==> config.mk <==
export PLATFORM = sky130hd
export DESIGN_NAME = blocking_message_queue_core_flat
export DESIGN_NICKNAME = d
export VERILOG_FILES = /design/src/rtl/bmq_pkg.sv /design/src/rtl/bmq_if.sv /design/src/rtl/bmq_ctrl.sv /design/src/rtl/bmq_datapath.sv /design/src/rtl/blocking_message_queue_core.sv /design/src/flat_wrapper.sv
export SDC_FILE = /design/constraint.sdc
export NUM_CORES = 1
export LEC_CHECK = 0
export BUFFER_PORTS_ARGS = -buffer_cell sky130_fd_sc_hd__buf_4
export CORE_UTILIZATION = 50
export DETAILED_ROUTE_END_ITERATION = 16
export GPL_TIMING_DRIVEN = 0
export PLACE_DENSITY_LB_ADDON = 0.3
export SYNTH_ARGS = -nofsm -noshare
export SYNTH_HDL_FRONTEND = slang
export SYNTH_HIERARCHICAL = 1
export SYNTH_SLANG_ARGS = --single-unit
==> constraint.sdc <==
create_clock -name clk -period 13.5 [get_ports clk]
set_clock_uncertainty 0.15 [all_clocks]
set_input_delay 2.7 -clock clk [delete_from_list [all_inputs] [get_ports clk]]
set_output_delay 2.7 -clock clk [all_outputs]
set_load 0.05 [all_outputs]
==> src/rtl/bmq_pkg.sv <==
// Package for the blocking message queue: field widths, request and status
// codes, the command type passed from controller to datapath and the datapath result type.
// Depends on nothing.
`timescale 1ns / 1ps
`default_nettype none

package bmq_pkg;

  localparam int TASK_W   = 4;
  localparam int DATA_W   = 32;
  localparam int TICK_W   = 32;
  localparam int STATUS_W = 2;
  localparam int QLEN_W   = 5;

  localparam logic [QLEN_W-1:0] QLEN_RESET = 5'd16;

  localparam int DEFAULT_DEPTH     = 16;
  localparam int DEFAULT_ITEM_BITS = 32;
  localparam int DEFAULT_TASKS     = 16;

  localparam logic REQ_SEND = 1'b0;
  localparam logic REQ_RECV = 1'b1;

  typedef logic [STATUS_W-1:0] status_t;

  localparam status_t ST_DONE    = 2'd0;
  localparam status_t ST_BLOCKED = 2'd1;
  localparam status_t ST_FULL    = 2'd2;

  typedef struct packed {
    logic capture;
    logic execute;
  } ctrl_cmd_t;

  typedef struct packed {
    status_t           status;
    logic [DATA_W-1:0] item_out;
    logic              wake_valid;
    logic [TASK_W-1:0] wake_task;
    logic              delay_valid;
    logic [TICK_W-1:0] delay_ticks;
  } rsp_t;

endpackage

`default_nettype wire

==> src/rtl/bmq_if.sv <==
// Valid/ready channel interfaces for the request and response words.
// Depends on bmq_pkg for the field widths.
`timescale 1ns / 1ps
`default_nettype none

interface bmq_req_if;
  logic                       valid;
  logic                       ready;
  logic                       req_type;
  logic [bmq_pkg::TASK_W-1:0] task_id;
  logic [bmq_pkg::DATA_W-1:0] item_data;
  logic [bmq_pkg::TICK_W-1:0] timeout_ticks;

  modport source (output valid, req_type, task_id, item_data, timeout_ticks, input ready);
  modport sink   (input valid, req_type, task_id, item_data, timeout_ticks, output ready);
endinterface

interface bmq_rsp_if;
  logic                       valid;
  logic                       ready;
  bmq_pkg::status_t           status;
  logic [bmq_pkg::DATA_W-1:0] item_out;
  logic                       wake_valid;
  logic [bmq_pkg::TASK_W-1:0] wake_task;
  logic                       delay_valid;
  logic [bmq_pkg::TICK_W-1:0] delay_ticks;

  modport source (output valid, status, item_out, wake_valid, wake_task, delay_valid,
                  delay_ticks, input ready);
  modport sink   (input valid, status, item_out, wake_valid, wake_task, delay_valid,
                  delay_ticks, output ready);
endinterface

`default_nettype wire

==> src/rtl/bmq_ctrl.sv <==
// Controller for the message queue: takes a request word, has the datapath
// execute it in the execute state and holds the response word until it is taken.
// Depends on bmq_pkg.
`timescale 1ns / 1ps
`default_nettype none

module bmq_ctrl (
  input  wire logic                clk,
  input  wire logic                rst_n,
  input  wire logic                in_valid,
  output logic                     in_ready,
  output logic                     out_valid,
  input  wire logic                out_ready,
  output bmq_pkg::ctrl_cmd_t       cmd
);

  localparam logic [1:0] S_IDLE = 2'd0;
  localparam logic [1:0] S_EXEC = 2'd1;
  localparam logic [1:0] S_RESP = 2'd2;

  logic [1:0] state_r;
  logic [1:0] state_nxt;

  always_comb begin
    state_nxt = state_r;
    case (state_r)
      S_IDLE: begin
        if (in_valid) state_nxt = S_EXEC;
      end
      S_EXEC: begin
        state_nxt = S_RESP;
      end
      S_RESP: begin
        if (out_ready) state_nxt = S_IDLE;
      end
      default: begin
        state_nxt = S_IDLE;
      end
    endcase
  end

  always_ff @(posedge clk) begin
    if (!rst_n) begin
      state_r <= S_IDLE;
    end else begin
      state_r <= state_nxt;
    end
  end

  assign in_ready    = (state_r == S_IDLE);
  assign out_valid   = (state_r == S_RESP);
  assign cmd.capture = in_valid && (state_r == S_IDLE);
  assign cmd.execute = (state_r == S_EXEC);

  // An executed request always shows its response in the next cycle.
  a_exec_then_resp: assert property (@(posedge clk) disable iff (!rst_n)
    cmd.execute |=> out_valid)
    else $error("execute cycle not followed by a response");

  // No new word is taken while a response is pending.
  a_no_take_while_resp: assert property (@(posedge clk) disable iff (!rst_n)
    out_valid |-> !cmd.capture)
    else $error("request captured while a response is pending");

endmodule

`default_nettype wire

==> src/rtl/bmq_datapath.sv <==
// Datapath for the message queue: request registers, ring store, both wait
// stacks, indices and counters, and the response registers.
// Depends on bmq_pkg.
`timescale 1ns / 1ps
`default_nettype none

module bmq_datapath #(
  parameter int DEPTH     = bmq_pkg::DEFAULT_DEPTH,
  parameter int ITEM_BITS = bmq_pkg::DEFAULT_ITEM_BITS,
  parameter int TASKS     = bmq_pkg::DEFAULT_TASKS
) (
  input  wire logic                         clk,
  input  wire logic                         rst_n,
  input  wire bmq_pkg::ctrl_cmd_t           cmd,
  input  wire logic                         cfg_we,
  input  wire logic [bmq_pkg::QLEN_W-1:0]   cfg_wdata,
  input  wire logic                         req_type,
  input  wire logic [bmq_pkg::TASK_W-1:0]   task_id,
  input  wire logic [bmq_pkg::DATA_W-1:0]   item_data,
  input  wire logic [bmq_pkg::TICK_W-1:0]   timeout_ticks,
  output bmq_pkg::rsp_t                     rsp
);

  localparam int IDX_W  = (DEPTH > 1) ? $clog2(DEPTH) : 1;
  localparam int CNT_W  = $clog2(DEPTH + 1);
  localparam int SP_W   = (TASKS > 1) ? $clog2(TASKS) : 1;
  localparam int WC_W   = $clog2(TASKS + 1);
  localparam int KEEP_W = (ITEM_BITS < bmq_pkg::DATA_W) ? ITEM_BITS : bmq_pkg::DATA_W;

  // Captured request.
  logic                         req_type_r;
  logic [bmq_pkg::TASK_W-1:0]   task_r;
  logic [bmq_pkg::DATA_W-1:0]   item_r;
  logic [bmq_pkg::TICK_W-1:0]   ticks_r;

  // Queue state.
  logic [bmq_pkg::QLEN_W-1:0]   qlen_r;
  logic [IDX_W-1:0]             wr_idx_r, wr_idx_nxt;
  logic [IDX_W-1:0]             rd_idx_r, rd_idx_nxt;
  logic [CNT_W-1:0]             fill_r, fill_nxt;
  logic [WC_W-1:0]              swc_r, swc_nxt;
  logic [WC_W-1:0]              rwc_r, rwc_nxt;

  // Memories.
  logic [ITEM_BITS-1:0]         slot_mem [DEPTH];
  logic [bmq_pkg::TASK_W-1:0]   send_stack [TASKS];
  logic [bmq_pkg::TASK_W-1:0]   recv_stack [TASKS];
  logic [ITEM_BITS-1:0]         slot_rd_r;
  logic [bmq_pkg::TASK_W-1:0]   send_rd_r;
  logic [bmq_pkg::TASK_W-1:0]   recv_rd_r;

  // Response registers.
  bmq_pkg::status_t             status_r;
  logic                         recv_ok_r;
  logic                         wake_valid_r;
  logic                         wake_from_send_r;
  logic                         delay_valid_r;
  logic [bmq_pkg::TICK_W-1:0]   delay_ticks_r;

  // Execute-cycle decode.
  logic [CNT_W-1:0]             len;
  logic                         is_recv;
  logic                         blocked;
  logic [WC_W-1:0]              own_cnt;
  logic [WC_W-1:0]              opp_cnt;
  logic                         stack_full;
  logic                         do_push;
  logic                         do_wake;
  logic                         do_send;
  logic                         do_recv;
  logic [CNT_W-1:0]             wr_inc;
  logic [CNT_W-1:0]             rd_inc;
  logic [ITEM_BITS-1:0]         wr_item;
  logic [bmq_pkg::DATA_W-1:0]   rd_item;

  // Length zero acts as one slot; anything above the built depth acts as the depth.
  always_comb begin
    if (qlen_r == '0) begin
      len = CNT_W'(1);
    end else if (32'(qlen_r) > 32'(DEPTH)) begin
      len = CNT_W'(DEPTH);
    end else begin
      len = CNT_W'(qlen_r);
    end
  end

  always_comb begin
    is_recv    = (req_type_r == bmq_pkg::REQ_RECV);
    blocked    = is_recv ? (fill_r == '0) : (fill_r >= len);
    own_cnt    = is_recv ? rwc_r : swc_r;
    opp_cnt    = is_recv ? swc_r : rwc_r;
    stack_full = (own_cnt == WC_W'(TASKS));
    do_push    = cmd.execute && blocked && !stack_full;
    do_wake    = cmd.execute && !blocked && (opp_cnt != '0);
    do_send    = cmd.execute && !blocked && !is_recv;
    do_recv    = cmd.execute && !blocked && is_recv;
    wr_inc     = CNT_W'(wr_idx_r) + CNT_W'(1);
    rd_inc     = CNT_W'(rd_idx_r) + CNT_W'(1);
  end

  always_comb begin
    wr_item = '0;
    wr_item[KEEP_W-1:0] = item_r[KEEP_W-1:0];
    rd_item = '0;
    rd_item[KEEP_W-1:0] = slot_rd_r[KEEP_W-1:0];
  end

  always_comb begin
    wr_idx_nxt = wr_idx_r;
    rd_idx_nxt = rd_idx_r;
    fill_nxt   = fill_r;
    swc_nxt    = swc_r;
    rwc_nxt    = rwc_r;
    if (cfg_we) begin
      wr_idx_nxt = '0;
      rd_idx_nxt = '0;
      fill_nxt   = '0;
      swc_nxt    = '0;
      rwc_nxt    = '0;
    end else begin
      if (do_send) begin
        wr_idx_nxt = (wr_inc >= len) ? '0 : wr_inc[IDX_W-1:0];
        fill_nxt   = fill_r + CNT_W'(1);
      end
      if (do_recv) begin
        rd_idx_nxt = (rd_inc >= len) ? '0 : rd_inc[IDX_W-1:0];
        fill_nxt   = fill_r - CNT_W'(1);
      end
      // A push lands on the requester's own stack, a wake pops the other one.
      if (do_push) begin
        if (is_recv) rwc_nxt = rwc_r + WC_W'(1);
        else         swc_nxt = swc_r + WC_W'(1);
      end
      if (do_wake) begin
        if (is_recv) swc_nxt = swc_r - WC_W'(1);
        else         rwc_nxt = rwc_r - WC_W'(1);
      end
    end
  end

  always_ff @(posedge clk) begin
    if (!rst_n) begin
      qlen_r   <= bmq_pkg::QLEN_RESET;
      wr_idx_r <= '0;
      rd_idx_r <= '0;
      fill_r   <= '0;
      swc_r    <= '0;
      rwc_r    <= '0;
    end else begin
      if (cfg_we) qlen_r <= cfg_wdata;
      wr_idx_r <= wr_idx_nxt;
      rd_idx_r <= rd_idx_nxt;
      fill_r   <= fill_nxt;
      swc_r    <= swc_nxt;
      rwc_r    <= rwc_nxt;
    end
  end

  always_ff @(posedge clk) begin
    if (cmd.capture) begin
      req_type_r <= req_type;
      task_r     <= task_id;
      item_r     <= item_data;
      ticks_r    <= timeout_ticks;
    end
  end

  // Ring store: one write port, one registered read port.
  always_ff @(posedge clk) begin
    if (do_send) slot_mem[wr_idx_r] <= wr_item;
    if (do_recv) slot_rd_r <= slot_mem[rd_idx_r];
  end

  // Sender wait stack.
  always_ff @(posedge clk) begin
    if (do_push && !is_recv) send_stack[swc_r[SP_W-1:0]] <= task_r;
    if (do_wake && is_recv) send_rd_r <= send_stack[swc_nxt[SP_W-1:0]];
  end

  // Receiver wait stack.
  always_ff @(posedge clk) begin
    if (do_push && is_recv) recv_stack[rwc_r[SP_W-1:0]] <= task_r;
    if (do_wake && !is_recv) recv_rd_r <= recv_stack[rwc_nxt[SP_W-1:0]];
  end

  always_ff @(posedge clk) begin
    if (cmd.execute) begin
      if (!blocked) begin
        status_r <= bmq_pkg::ST_DONE;
      end else if (stack_full) begin
        status_r <= bmq_pkg::ST_FULL;
      end else begin
        status_r <= bmq_pkg::ST_BLOCKED;
      end
      recv_ok_r        <= do_recv;
      wake_valid_r     <= do_wake;
      wake_from_send_r <= is_recv;
      delay_valid_r    <= do_push && (ticks_r != '0);
      delay_ticks_r    <= (do_push && (ticks_r != '0)) ? ticks_r : '0;
    end
  end

  always_comb begin
    rsp.status      = status_r;
    rsp.item_out    = recv_ok_r ? rd_item : '0;
    rsp.wake_valid  = wake_valid_r;
    if (!wake_valid_r) begin
      rsp.wake_task = '0;
    end else if (wake_from_send_r) begin
      rsp.wake_task = send_rd_r;
    end else begin
      rsp.wake_task = recv_rd_r;
    end
    rsp.delay_valid = delay_valid_r;
    rsp.delay_ticks = delay_ticks_r;
  end

  a_fill_in_range: assert property (@(posedge clk) disable iff (!rst_n)
    fill_r <= len)
    else $error("fill count exceeds the active queue length");

  a_idx_in_range: assert property (@(posedge clk) disable iff (!rst_n)
    (CNT_W'(wr_idx_r) < len) && (CNT_W'(rd_idx_r) < len))
    else $error("ring index outside the active queue length");

  a_wait_cnt_range: assert property (@(posedge clk) disable iff (!rst_n)
    (swc_r <= WC_W'(TASKS)) && (rwc_r <= WC_W'(TASKS)))
    else $error("wait stack count above the number of tasks");

  a_push_wake_excl: assert property (@(posedge clk) disable iff (!rst_n)
    !(do_push && do_wake))
    else $error("push and wake in the same request");

endmodule

`default_nettype wire

==> src/rtl/blocking_message_queue_core.sv <==
// Blocking message queue for tasks: a ring of items with two wait stacks.
// Usage:
//   in_req carries request words (req_type, task_id, item_data, timeout_ticks);
//   out_rsp carries exactly one response word per request (status, item_out,
//   wake_valid, wake_task, delay_valid, delay_ticks). Both use valid/ready.
//   A send stores the item if there is room and wakes the most recent waiting
//   receiver; a receive takes the oldest item and wakes the most recent waiting
//   sender. A request that cannot be served pushes its task on a wait stack and
//   returns a nonzero timeout for an external delay list, or reports a full stack.
// Timing:
//   After the request word is taken, the execute state runs and then the
//   response is valid. One request is in flight at a time, so no new word is
//   taken until the response is; the response waits on the registered read
//   ports of the ring store and the wait stacks, read in the execute cycle.
//   If the receiver stalls, the response holds and in_req.ready stays low.
// Reset and configuration:
//   After reset the queue and both stacks are empty and the length is 16;
//   memories need no clearing pass. A cfg_we write sets the length and empties
//   queue and stacks; issue it only with no request in flight (not enforced).
`timescale 1ns / 1ps
`default_nettype none

module blocking_message_queue_core #(
  parameter int DEPTH     = bmq_pkg::DEFAULT_DEPTH,
  parameter int ITEM_BITS = bmq_pkg::DEFAULT_ITEM_BITS,
  parameter int TASKS     = bmq_pkg::DEFAULT_TASKS
) (
  input  wire logic                        clk,
  input  wire logic                        rst_n,
  bmq_req_if.sink                          in_req,
  bmq_rsp_if.source                        out_rsp,
  input  wire logic                        cfg_we,
  input  wire logic [bmq_pkg::QLEN_W-1:0]  cfg_wdata
);

  bmq_pkg::ctrl_cmd_t cmd;
  bmq_pkg::rsp_t      rsp;
  logic               in_ready;
  logic               out_valid;

  bmq_ctrl u_ctrl (
    .clk       (clk),
    .rst_n     (rst_n),
    .in_valid  (in_req.valid),
    .in_ready  (in_ready),
    .out_valid (out_valid),
    .out_ready (out_rsp.ready),
    .cmd       (cmd)
  );

  bmq_datapath #(
    .DEPTH     (DEPTH),
    .ITEM_BITS (ITEM_BITS),
    .TASKS     (TASKS)
  ) u_datapath (
    .clk           (clk),
    .rst_n         (rst_n),
    .cmd           (cmd),
    .cfg_we        (cfg_we),
    .cfg_wdata     (cfg_wdata),
    .req_type      (in_req.req_type),
    .task_id       (in_req.task_id),
    .item_data     (in_req.item_data),
    .timeout_ticks (in_req.timeout_ticks),
    .rsp           (rsp)
  );

  assign in_req.ready        = in_ready;
  assign out_rsp.valid       = out_valid;
  assign out_rsp.status      = rsp.status;
  assign out_rsp.item_out    = rsp.item_out;
  assign out_rsp.wake_valid  = rsp.wake_valid;
  assign out_rsp.wake_task   = rsp.wake_task;
  assign out_rsp.delay_valid = rsp.delay_valid;
  assign out_rsp.delay_ticks = rsp.delay_ticks;

endmodule

`default_nettype wire
==> src/flat_wrapper.sv <==
// flat-port wrapper written by rule: the top's interface ports become plain ports
module blocking_message_queue_core_flat 
#(
  parameter int DEPTH     = bmq_pkg::DEFAULT_DEPTH,
  parameter int ITEM_BITS = bmq_pkg::DEFAULT_ITEM_BITS,
  parameter int TASKS     = bmq_pkg::DEFAULT_TASKS
)
  (clk, rst_n, cfg_we, cfg_wdata, in_req_valid, in_req_req_type, in_req_task_id, in_req_item_data, in_req_timeout_ticks, in_req_ready, out_rsp_valid, out_rsp_status, out_rsp_item_out, out_rsp_wake_valid, out_rsp_wake_task, out_rsp_delay_valid, out_rsp_delay_ticks, out_rsp_ready);
  bmq_req_if in_req_i ();
  bmq_rsp_if out_rsp_i ();
  input  wire logic clk;
  input  wire logic rst_n;
  input  wire logic cfg_we;
  input  wire logic [bmq_pkg::QLEN_W-1:0] cfg_wdata;
  input wire logic [$bits(in_req_i.valid)-1:0] in_req_valid;
  input wire logic [$bits(in_req_i.req_type)-1:0] in_req_req_type;
  input wire logic [$bits(in_req_i.task_id)-1:0] in_req_task_id;
  input wire logic [$bits(in_req_i.item_data)-1:0] in_req_item_data;
  input wire logic [$bits(in_req_i.timeout_ticks)-1:0] in_req_timeout_ticks;
  output wire logic [$bits(in_req_i.ready)-1:0] in_req_ready;
  output wire logic [$bits(out_rsp_i.valid)-1:0] out_rsp_valid;
  output wire logic [$bits(out_rsp_i.status)-1:0] out_rsp_status;
  output wire logic [$bits(out_rsp_i.item_out)-1:0] out_rsp_item_out;
  output wire logic [$bits(out_rsp_i.wake_valid)-1:0] out_rsp_wake_valid;
  output wire logic [$bits(out_rsp_i.wake_task)-1:0] out_rsp_wake_task;
  output wire logic [$bits(out_rsp_i.delay_valid)-1:0] out_rsp_delay_valid;
  output wire logic [$bits(out_rsp_i.delay_ticks)-1:0] out_rsp_delay_ticks;
  input wire logic [$bits(out_rsp_i.ready)-1:0] out_rsp_ready;
  assign in_req_i.valid = in_req_valid;
  assign in_req_i.req_type = in_req_req_type;
  assign in_req_i.task_id = in_req_task_id;
  assign in_req_i.item_data = in_req_item_data;
  assign in_req_i.timeout_ticks = in_req_timeout_ticks;
  assign in_req_ready = in_req_i.ready;
  assign out_rsp_valid = out_rsp_i.valid;
  assign out_rsp_status = out_rsp_i.status;
  assign out_rsp_item_out = out_rsp_i.item_out;
  assign out_rsp_wake_valid = out_rsp_i.wake_valid;
  assign out_rsp_wake_task = out_rsp_i.wake_task;
  assign out_rsp_delay_valid = out_rsp_i.delay_valid;
  assign out_rsp_delay_ticks = out_rsp_i.delay_ticks;
  assign out_rsp_i.ready = out_rsp_ready;
  blocking_message_queue_core #(.DEPTH(DEPTH), .ITEM_BITS(ITEM_BITS), .TASKS(TASKS)) u_core (.clk(clk), .rst_n(rst_n), .in_req(in_req_i), .out_rsp(out_rsp_i), .cfg_we(cfg_we), .cfg_wdata(cfg_wdata));
endmodule
==> key figures, run 1 <==
Hold path
  – Hold path cells: 0
  – Type of the worst min-delay path: flop to flop
  – Hold wc startpoint: u_core/u_datapath/is_recv
  – Worst Hold End: u_core/u_datapath/wake_from_send_r

Die
  – Die Width: 253 um
  – Core Box Area: 0.0621 mm2
  – Ports: 153
  – Initial Util: 50.9%
  – Row cnt: 91
  – Die height: 253 um
  – Die Area: 0.0642 mm2

Clocking
  – Total CTS buffers: 82
  – Post-CTS Setup Inserts: 0
  – Root Buffer: clkbuf_16
  – CTS tree: built
  – Max clock buf depth: 3
  – Clock Pin Slew Worst Setup and Hold Paths: 60 ps
  – Clock sink count: 817
  – PostCTS Resize Cnt: 0
  – Number of hold buffers added after CTS: 0
  – Worst-Skew Late Latency: 620 ps
  – H-tree depth: 3

Place
  – Gp weighted congestion: 0.833
  – Port bufs: 152
  – Cell count after placement: 2,595
  – Dpl hpwl: 44,500 um

Layout
  – Share of cells above drive strength 1: 27.5%
  – N_diodes: 0
  – Non-filler cells, final: 2,741
  – Commonest non-fill, non-tap cell in the layout: edfxtp_1
  – Fillers: 4,361
  – Most frequent cells in the layout: edfxtp_1 (787), buf_4 (178), mux4_2 (165)
  – Total Nets Final: 1,955
  – Area Overhead vs Synth: 17.7%

Synth
  – Syn Std Cell Area: 0.0316 mm2
  – Syn avg cell area: 20.4 um2
  – Top FF cell, synth: edfxtp_1
  – Yosys reg bits: 817
  – Synth warn: 6
  – Syn nets: 1,662
  – Mapped Cells: 1,549
  – Post-synthesis sequential area ratio: 76.7%
  – Cell variety after synth: 57
  – Post-synth EDFFs: 787
  – Fraction of registers with async set/reset: 0%

STA
  – RSZ-0062 raised after global routing: false
  – Endpoints failing hold: 0
  – Post-Route Setup TNS: 0 ps
  – Final Max Slew Viols: 0
  – Slew HR: 19.0%
  – Tcrit/Tclk final: 37.1%
  – Final min period: 5010 ps
  – Fmax: 0.199 GHz
  – # setup viols final: 0
  – Slew @ Worst Pin: 1220 ps

Setup path
  – Crit path largest cell delay: 530 ps
  – Ordered cell list for the critical path: clkbuf_1 -> and2_1 -> buf_4
  – Reg2reg path depth: 16
  – R2r setup slk: 8520 ps
  – CP max stage cell: clkbuf_1
  – Crit start category: flop
  – Worst-path maximum fanout: 10
  – R2r startpoint: u_core/u_datapath/qlen_r[1]
  – Worst Path Arrival: 2160 ps
  – Worst Setup End Kind: primary output
  – Reg-to-reg endpoint: u_core/u_datapath/slot_mem[1][12]
  – WS Path Type: flop to primary output
  – Req. time, crit path: 10,650 ps

Routing
  – Total Wirelength: 68,600 um
  – # DRC: 0
  – Met1 wire length: 27,200 um
  – Remaining antenna violation count after routing: 0
  – Routed len/inst: 25.0 um
  – Drt pass-1 iters: 5
  – Top routing layer in use: met4
  – Routed wl met2: 34,400 um
  – Met3 WL post-DR: 5330 um
  – Via-per-instance ratio: 5.80
  – Detailed-route via count: 15,905
  – Iteration-0 DRC Markers: 1,285

GRT
  – GRT Total Usage: 21.9%
  – Largest net degree at the start of global routing: 33
  – Vias in the first global route: 16,277
  – Global route overflow: 0
  – First-pass GRT wire length: 102,000 um
  – Number of antenna violations at the first check in global routing: 0

Status
  – Status: complete, no violations

Pwr
  – Leak: 12.1 nW
  – Pwr/cell area: 140 mW/mm2
  – Worst vdd ir: 0.117 mV

Run
  – Max-cap violations: 0
## power breakdown
| part | internal, mW | switching (mW) |
|---|---|---|
| combinational | 0.0475 | 0.0723 |
| clock | 1.30 | 0.923 |
| sequential | 2.81 | 0.0390 |
| total | 4.16 | 1.03 |
## worst max path at each step
| stage | startpoint | endpoint | cells past startpoint | slack (ps) |
|---|---|---|---|---|
| 2_1_floorplan | u_core/u_ctrl/state_r[0] | u_core/u_datapath/slot_mem[0][0] | 6 | 7390 |
| 3_3_place_gp | u_core/u_ctrl/state_r[0] | u_core/u_datapath/slot_mem[1][12] | 6 | 2340 |
| 3_5_place_dp | cfg_we | u_core/u_datapath/recv_rd_r[0] | 8 | 8310 |
| 4_1_cts | u_core/u_datapath/recv_ok_r | out_rsp_item_out[29] | 3 | 8440 |
| 5_1_grt | u_core/u_datapath/qlen_r[1] | u_core/u_datapath/slot_mem[1][12] | 16 | 8190 |
| 6_report | u_core/u_datapath/recv_ok_r | out_rsp_item_out[29] | 3 | 8490 |
## kinds of logic (layout without fill, tap and decap cells)
| group | count (synthesis) | in the layout | share of synthesized area, % |
|---|---|---|---|
| DFF | 817 | 817 | 76.7 |
| and+or+nand+nor | 319 | 319 | 5.19 |
| muxes | 210 | 210 | 13.8 |
| buffers and inverters | 90 | 445 | 1.18 |
| AOI/OAI and AO/OA | 65 | 65 | 1.38 |
| adders and majority gates | 34 | 34 | 1.37 |
| xor gates and xnor gates | 14 | 14 | 0.412 |
## synthesized netlist by cell type, types with 6 or more instances
cell        n  area, um2
xnor2_1     7       61.3
inv_1      18       67.6
nand2b_1   11       68.8
nor2b_1    14       87.6
mux4_2    165       3720
clkbuf_1   47        176
nand3_1    23        115
dfxtp_1    30        601
a21oi_1    24        120
nor2_1     63        236
xor2_1      6       52.6
o21ai_0     8       40.0
nand2_1    76        285
ha_1       33        413
mux4_1     11        289
buf_1      17       63.8
nor3_1     22        110
edfxtp_1  787      23600
mux2i_1    34        340
nor4_1     15       93.8
and2_1     73        457
## metrics by stage
step | cell area (um2) | util [%] | power, mW | setup slack, ps | hold slack (ps)
global placement | 33800 | 54.4 | 3.01 | 2340 | 323
global route | 37200 | 59.9 | 5.33 | 8190 | 369
CTS | 37200 | 59.9 | 5.24 | 8440 | 358
detailed placement | 34600 | 55.7 | 3.02 | 8310 | 336
floorplan | 31600 | - | 2.95 | 7390 | 299
finish | 37200 | 59.9 | 5.20 | 8490 | 363
## flip-flops by register name, summed over array words and instances, names as in the netlist, 4 cells and up
signal                           count
u_core/u_datapath/delay_ticks_r     32
u_core/u_datapath/fill_r             5
u_core/u_datapath/item_r            32
u_core/u_datapath/qlen_r             5
u_core/u_datapath/rd_idx_r           4
u_core/u_datapath/rd_item           32
u_core/u_datapath/recv_rd_r          4
u_core/u_datapath/recv_stack        64
u_core/u_datapath/rwc_r              5
u_core/u_datapath/send_rd_r          4
u_core/u_datapath/send_stack        64
u_core/u_datapath/slot_mem         512
u_core/u_datapath/swc_r              5
u_core/u_datapath/task_r             4
u_core/u_datapath/ticks_r           32
u_core/u_datapath/wr_idx_r           4
## area by class of cell
type / instances / area (um2) / share of cell area, %
multi-input cells: 642 / 7070 / 19.0
repair buffers: 209 / 1830 / 4.92
well taps: 837 / 1050 / 2.82
flip-flops and latches: 817 / 24200 / 65.2
inverters: 18 / 67.6 / 0.182
clock buffers: 106 / 2190 / 5.90
clock inverters: 40 / 430 / 1.16
plain buffers: 72 / 307 / 0.825
## worst max-delay path: cells and delay by family (launching register included)
kind,cells,cell delay [ps]
buffers and inverters,2,760
and+or+nand+nor,1,310
DFF,1,470
## routing by layer
metal / track usage [%] / up-vias
met1: 29.0 / 8272
met5: 0 / -
met3: 4.66 / 121
met4: 6.53 / 0
met2: 36.7 / 677
li1: - / 6835
No activity file was read; power rests on OpenSTA's default activity.
==> run 2: changes to the inputs <==
- clock period: 13.5 -> 4.6 ns (I/O delays scaled with it)
==> key figures, run 2 (synthesized netlist as in run 1, its figures left out) <==
Clocking
  – Max clock buf depth: 3 (unchanged)
  – Total CTS buffers: 81 (-1.2%)
  – Root Buffer: clkbuf_16
  – CTS tree: built
  – Clock Pin Slew Worst Setup and Hold Paths: 60 ps (about the same)
  – H-tree depth: 3 (unchanged)
  – Number of hold buffers added after CTS: 0 (unchanged)
  – Worst-Skew Late Latency: 630 ps (about the same)
  – Clock sink count: 817 (unchanged)

Hold path
  – Type of the worst min-delay path: input port to flop

Setup path
  – WS Path Type: flop to flop
  – Worst-path maximum fanout: 10 (unchanged)
  – Family with the most delay on the worst path: simple AND/OR/NAND/NOR gates
  – WP buf/inv: 4 (+2)
  – CP max stage cell: nor3_4
  – Req. time, crit path: 4780 ps (-5870 ps)
  – Worst Path Arrival: 4570 ps (+2410 ps)
  – Crit path largest cell delay: 500 ps (-30 ps)
  – Crit start category: flop
  – Worst Setup End Kind: flop
  – Ordered cell list for the critical path: nor3_1 -> nor2_1 -> nor2_1 -> ha_1 -> nor2b_1 -> o21ai_0 -> a21oi_2 -> and2_2 -> nand2_1 -> or2_2 -> buf_1 -> clkbuf_2 -> nor3_4 -> buf_6 -> buf_6

STA
  – RSZ-0062 raised after global routing: true
  – # setup viols final: 0 (unchanged)
  – Slew HR: 19.6% (+0.68 points)
  – Final Max Slew Viols: 0 (unchanged)
  – Post-Route Setup TNS: 0 ps (unchanged)
  – Tcrit/Tclk final: 95.4%
  – Final min period: 4390 ps
  – Fmax: 0.228 GHz
  – Slew @ Worst Pin: 1210 ps (-10.2 ps)
  – Endpoints failing hold: 0 (unchanged)

Layout
  – Most frequent cells in the layout: edfxtp_1 (787), buf_4 (173), mux4_2 (165)
  – N_diodes: 0 (unchanged)
  – Max FFs per register: 512 (unchanged)
  – Total Nets Final: 1,963 (+0.41%)
  – Commonest non-fill, non-tap cell in the layout: edfxtp_1
  – Largest reg by FF count: u_core/u_datapath/slot_mem
  – Share of cells above drive strength 1: 28.2% (+0.71 points)
  – Area Overhead vs Synth: 18.5%

Run
  – Max-cap violations: 0 (unchanged)

GRT
  – Number of antenna violations at the first check in global routing: 1 (+1)
  – GRT Total Usage: 21.9% (about the same)
  – Global route overflow: 0 (unchanged)
  – Largest net degree at the start of global routing: 35 (+6.1%)
  – First-pass GRT wire length: 102,000 um (-0.18%)
  – Vias in the first global route: 16,389 (+0.69%)

Pwr
  – Worst vdd ir: 0.292 mV (+150%)
  – Leak: 12.2 nW (+1.0%)
  – Total Power: 15.3 mW (+190%)
  – Pwr/cell area: 409 mW/mm2 (+190%)

Status
  – Status: complete, no violations

Place
  – Port bufs: 152 (unchanged)
  – Gp weighted congestion: 0.816 (-2.1%)
  – Dpl hpwl: 44,400 um (-0.31%)

Die
  – Die height: 253 um (unchanged)
  – Ports: 153 (unchanged)
  – Die Width: 253 um (unchanged)
  – Initial Util: 50.9% (unchanged)
  – Die Area: 0.0642 mm2 (unchanged)
  – Core Box Area: 0.0621 mm2 (unchanged)
  – Row cnt: 91 (unchanged)

Routing
  – Routed len/inst: 25.0 um (-0.34%)
  – Detailed-route via count: 15,921 (+0.10%)
  – Iteration-0 DRC Markers: 1,579 (+23%)
  – # DRC: 0 (unchanged)
  – Drt pass-1 iters: 5 (unchanged)
  – Total Wirelength: 68,600 um (about the same)
  – Via-per-instance ratio: 5.79 (-0.23%)
  – Remaining antenna violation count after routing: 0 (unchanged)
==> run 2: cell types whose count changed in the layout (fill, tap and decap cells not counted), moves of 4 or more <==
cell      delta
buf_8       +10
clkbuf_1     -6
buf_12       +5
buf_4        -5
clkinv_2     +5
nor4_2       -4
nor4_4       +4
==> run 2: layer usage <==
metal / share of wire [%] / GRT usage [%] / vias to the layer above
met5: 0 / 0 / -
met4: 2.1 / 6.91 / 0
met3: 7.9 / 4.86 / 96
met2: 50 / 35.6 / 703
met1: 40 / 29.7 / 8267
li1: - / - / 6855
==> run 2: layout make-up <==
cell class / instances / area (um2)
clock buffers: 100 / 2160
multi-input cells: 642 / 7140
inverters: 18 / 67.6
clock inverters: 46 / 497
repair buffers: 218 / 2000
plain buffers: 72 / 308
fillers: 4300 / 24600
well taps: 837 / 1050
flip-flops and latches: 817 / 24200
==> run 2: worst reg2reg max path: stages (launching register included) <==
cell      delay, ps
dfxtp_1         330
nor3_1          190
nor2_1           90
nor2_1          270
ha_1            300
nor2b_1         110
o21ai_0         240
a21oi_2         270
and2_2          300
nand2_1          90
or2_2           300
buf_1           180
clkbuf_2        330
nor3_4          500
buf_6           240
buf_6           190
==> run 2: timing repair <==
action / 4_1_cts / 5_1_grt
setup buffers: 10 / 11
pin swaps: 3 / 4
endpoints found under the setup margin: 93 / 245
resized for setup: 3 / 5
==> run 2: through the flow <==
stage          instance area [um2]  utilization [%]  worst slack [ps]  hold WS (ps)  instances
6_report                     37400             60.4               213           310       2750
5_1_grt                      37400             60.4             -52.5           286       2750
4_1_cts                      37300             60.1              24.6           277       2739
3_5_place_dp                 34600             55.7              -280           344       2583
3_3_place_gp                 33800             54.5             -4440           319       2538
2_1_floorplan                31600                -              -651           299       1549
==> run 2: power by group <==
| part | internal (mW) | total (mW) | switching (mW) |
|---|---|---|---|
| Sequential | 8.25 | 8.37 | 0.116 |
| Combinational | 0.142 | 0.358 | 0.216 |
| Clock | 3.85 | 6.58 | 2.72 |
==> run 2: path summary, 6_finish.rpt <==
check / start / end / slack (ps) / depth (start not counted)
worst min register to register: u_core/u_datapath/swc_r[4] / u_core/u_datapath/swc_r[4] / 350 / 2
worst max register to register: u_core/u_datapath/qlen_r[1] / u_core/u_datapath/slot_mem[15][11] / 210 / 15
worst min-delay path: in_req_req_type / u_core/u_datapath/is_recv / 310 / 1
worst max-delay path: u_core/u_datapath/qlen_r[1] / u_core/u_datapath/slot_mem[15][11] / 210 / 15
==> run 3: changes to the inputs <==
- BUFFER_PORTS_ARGS: -buffer_cell sky130_fd_sc_hd__buf_4 -> default
- DONT_BUFFER_PORTS: default -> 1
==> key figures, run 3 (synthesized netlist as in run 1, its figures left out) <==
Clocking
  – CTS tree: built
  – Clock sink count: 817 (unchanged)
  – Worst-Skew Late Latency: 630 ps (about the same)
  – Root Buffer: clkbuf_16
  – Max clock buf depth: 3 (unchanged)
  – Clock Pin Slew Worst Setup and Hold Paths: 60 ps (about the same)
  – Number of hold buffers added after CTS: 0 (unchanged)
  – Total CTS buffers: 81 (unchanged)
  – H-tree depth: 3 (unchanged)

STA
  – Final Max Slew Viols: 0 (unchanged)
  – Fmax: 0.226 GHz (-1.0%)
  – Slew HR: 19.5% (-0.090 points)
  – RSZ-0062 raised after global routing: true
  – Tcrit/Tclk final: 96.4% (+1.0 points)
  – Slew @ Worst Pin: 1210 ps (+1.35 ps)
  – # setup viols final: 0 (unchanged)
  – Endpoints failing hold: 0 (unchanged)
  – Final min period: 4430 ps (+46.5 ps)

Hold path
  – Type of the worst min-delay path: input port to flop
  – Hold path cells: 0 (-1)
  – Worst Hold End: u_core/u_datapath/item_r[16]
  – Hold wc startpoint: in_req_item_data[16]

Setup path
  – R2r setup slk: 170 ps (-50 ps)
  – R2r startpoint: u_core/u_datapath/qlen_r[1]
  – Worst Setup SP: u_core/u_datapath/qlen_r[1]
  – Reg-to-reg endpoint: u_core/u_datapath/recv_rd_r[1]
  – Crit start category: flop
  – WS Path Type: flop to flop
  – Reg2reg path depth: 13 (-2)
  – Worst-path maximum fanout: 10 (unchanged)
  – Worst Setup End Kind: flop
  – Worst Path Arrival: 4600 ps (+30 ps)
  – Req. time, crit path: 4770 ps (about the same)

Layout
  – Commonest non-fill, non-tap cell in the layout: edfxtp_1
  – Area Overhead vs Synth: 14.4%
  – Non-filler cells, final: 2,593 (-5.7%)
  – Most frequent cells in the layout: edfxtp_1 (787), mux4_2 (165), clkbuf_16 (82)
  – Largest reg by FF count: u_core/u_datapath/slot_mem
  – Total Nets Final: 1,802 (-8.2%)
  – Max FFs per register: 512 (unchanged)
  – Fillers: 4,393 (+2.2%)
  – Util after Layout: 58.2% (-2.1 points)
  – Cell area after layout: 0.0361 mm2 (-3.5%)
  – Share of cells above drive strength 1: 21.8% (-6.4 points)
  – Area of the multi-input gates: 0.00711 mm2 (-0.35%)
  – FF+latch area: 0.0242 mm2 (unchanged)

Place
  – Cell count after placement: 2,431 (-5.9%)
  – Dpl hpwl: 42,900 um (-3.4%)
  – Gp weighted congestion: 0.825 (+1.1%)
  – Post-Place Cell Area: 0.0334 mm2 (-3.4%)
  – Port bufs: 0 (-100%)

Pwr
  – Pwr/cell area: 420 mW/mm2 (+2.8%)
  – Worst vdd ir: 0.317 mV (+8.7%)
  – Leak: 11.4 nW (-6.9%)
  – Total Power: 15.2 mW (-0.79%)

Die
  – Ports: 153 (unchanged)
  – Core Box Area: 0.0621 mm2 (unchanged)
  – Die Area: 0.0642 mm2 (unchanged)
  – Die height: 253 um (unchanged)
  – Die Width: 253 um (unchanged)
  – Row cnt: 91 (unchanged)
  – Initial Util: 50.9% (unchanged)

GRT
  – Global route overflow: 0 (unchanged)
  – Number of antenna violations at the first check in global routing: 2 (+1)
  – GRT Total Usage: 21.5% (-0.45 points)
  – First-pass GRT wire length: 99,100 um (-2.6%)
  – Largest net degree at the start of global routing: 34 (-2.9%)
  – Vias in the first global route: 15,733 (-4.0%)

Routing
  – Routed len/inst: 25.8 um (+3.6%)
  – Drt pass-1 iters: 6 (+1)
  – Iteration-0 DRC Markers: 1,498 (-5.1%)
  – # DRC: 0 (unchanged)
  – Remaining antenna violation count after routing: 0 (unchanged)
  – Detailed-route via count: 15,253 (-4.2%)
  – Total Wirelength: 67,000 um (-2.3%)
  – Via-per-instance ratio: 5.88 (+1.6%)

Run
  – Max-cap violations: 0 (unchanged)

Status
  – Status: complete, no violations
## run 3: area by class of cell
type / count / area share [%]
Sequential cell: 817 / 67.0
Inverter: 18 / 0.187
Timing Repair Buffer: 57 / 2.00
Antenna cell: 2 / 0.0138
Clock buffer: 106 / 6.12
Multi-Input combinational cell: 642 / 19.7
Buffer: 72 / 0.852
Tap cell: 837 / 2.90
Clock inverter: 42 / 1.21
## run 3: how the worst max path moves through the flow
stage	end	cells past startpoint
after detailed placement	u_core/u_datapath/slot_mem[2][10]	15
after global routing	u_core/u_datapath/recv_rd_r[1]	13
after floorplan	u_core/u_datapath/slot_mem[12][0]	6
after global placement	u_core/u_datapath/slot_mem[12][10]	6
final	u_core/u_datapath/recv_rd_r[1]	13
after CTS	u_core/u_datapath/slot_mem[15][20]	15
## run 3: worst max-delay path, cell delays in order, from the launching register on
cell      delay [ps]
dfxtp_1          330
nor3_1           180
nor2_1           100
nor2_1           280
ha_1             290
nor2b_1          100
o21ai_0          170
a211oi_2         760
a21oi_1          150
o21ai_1          430
buf_2            400
mux4_1           370
mux2i_1          220
mux2i_1          180
## run 3: layer usage
metal	up-vias	track usage, %	share of wire, %
met4	0	7.08	2.0
met3	110	5.48	8.2
li1	6542	-	-
met1	7968	28.8	41
met2	633	34.5	49
met5	-	0	0
## run 3: where the power goes
| part | switching (mW) | internal, mW | total (mW) | leakage [nW] |
|---|---|---|---|---|
| Combinational | 0.153 | 0.0755 | 0.228 | 2.69 |
| Clock | 2.74 | 3.80 | 6.54 | 1.28 |
| Sequential | 0.157 | 8.25 | 8.41 | 7.39 |
| Total | 3.05 | 12.1 | 15.2 | 11.4 |
## run 3: timing repair
action                     CTS  global route
gates resized for setup      0             5
setup buffers                5             7
pin swaps                    3             2
setup endpoints to repair   57           259
## run 3: stage by stage
step,worst slack [ps],hold WS [ps],setup TNS (ps)
after detailed placement,-290,337,-9880
after global routing,-39.6,193,-53.1
final,167,223,0
after CTS,8.14,182,0
after global placement,-4210,327,-1497750
after floorplan,-651,299,-108120
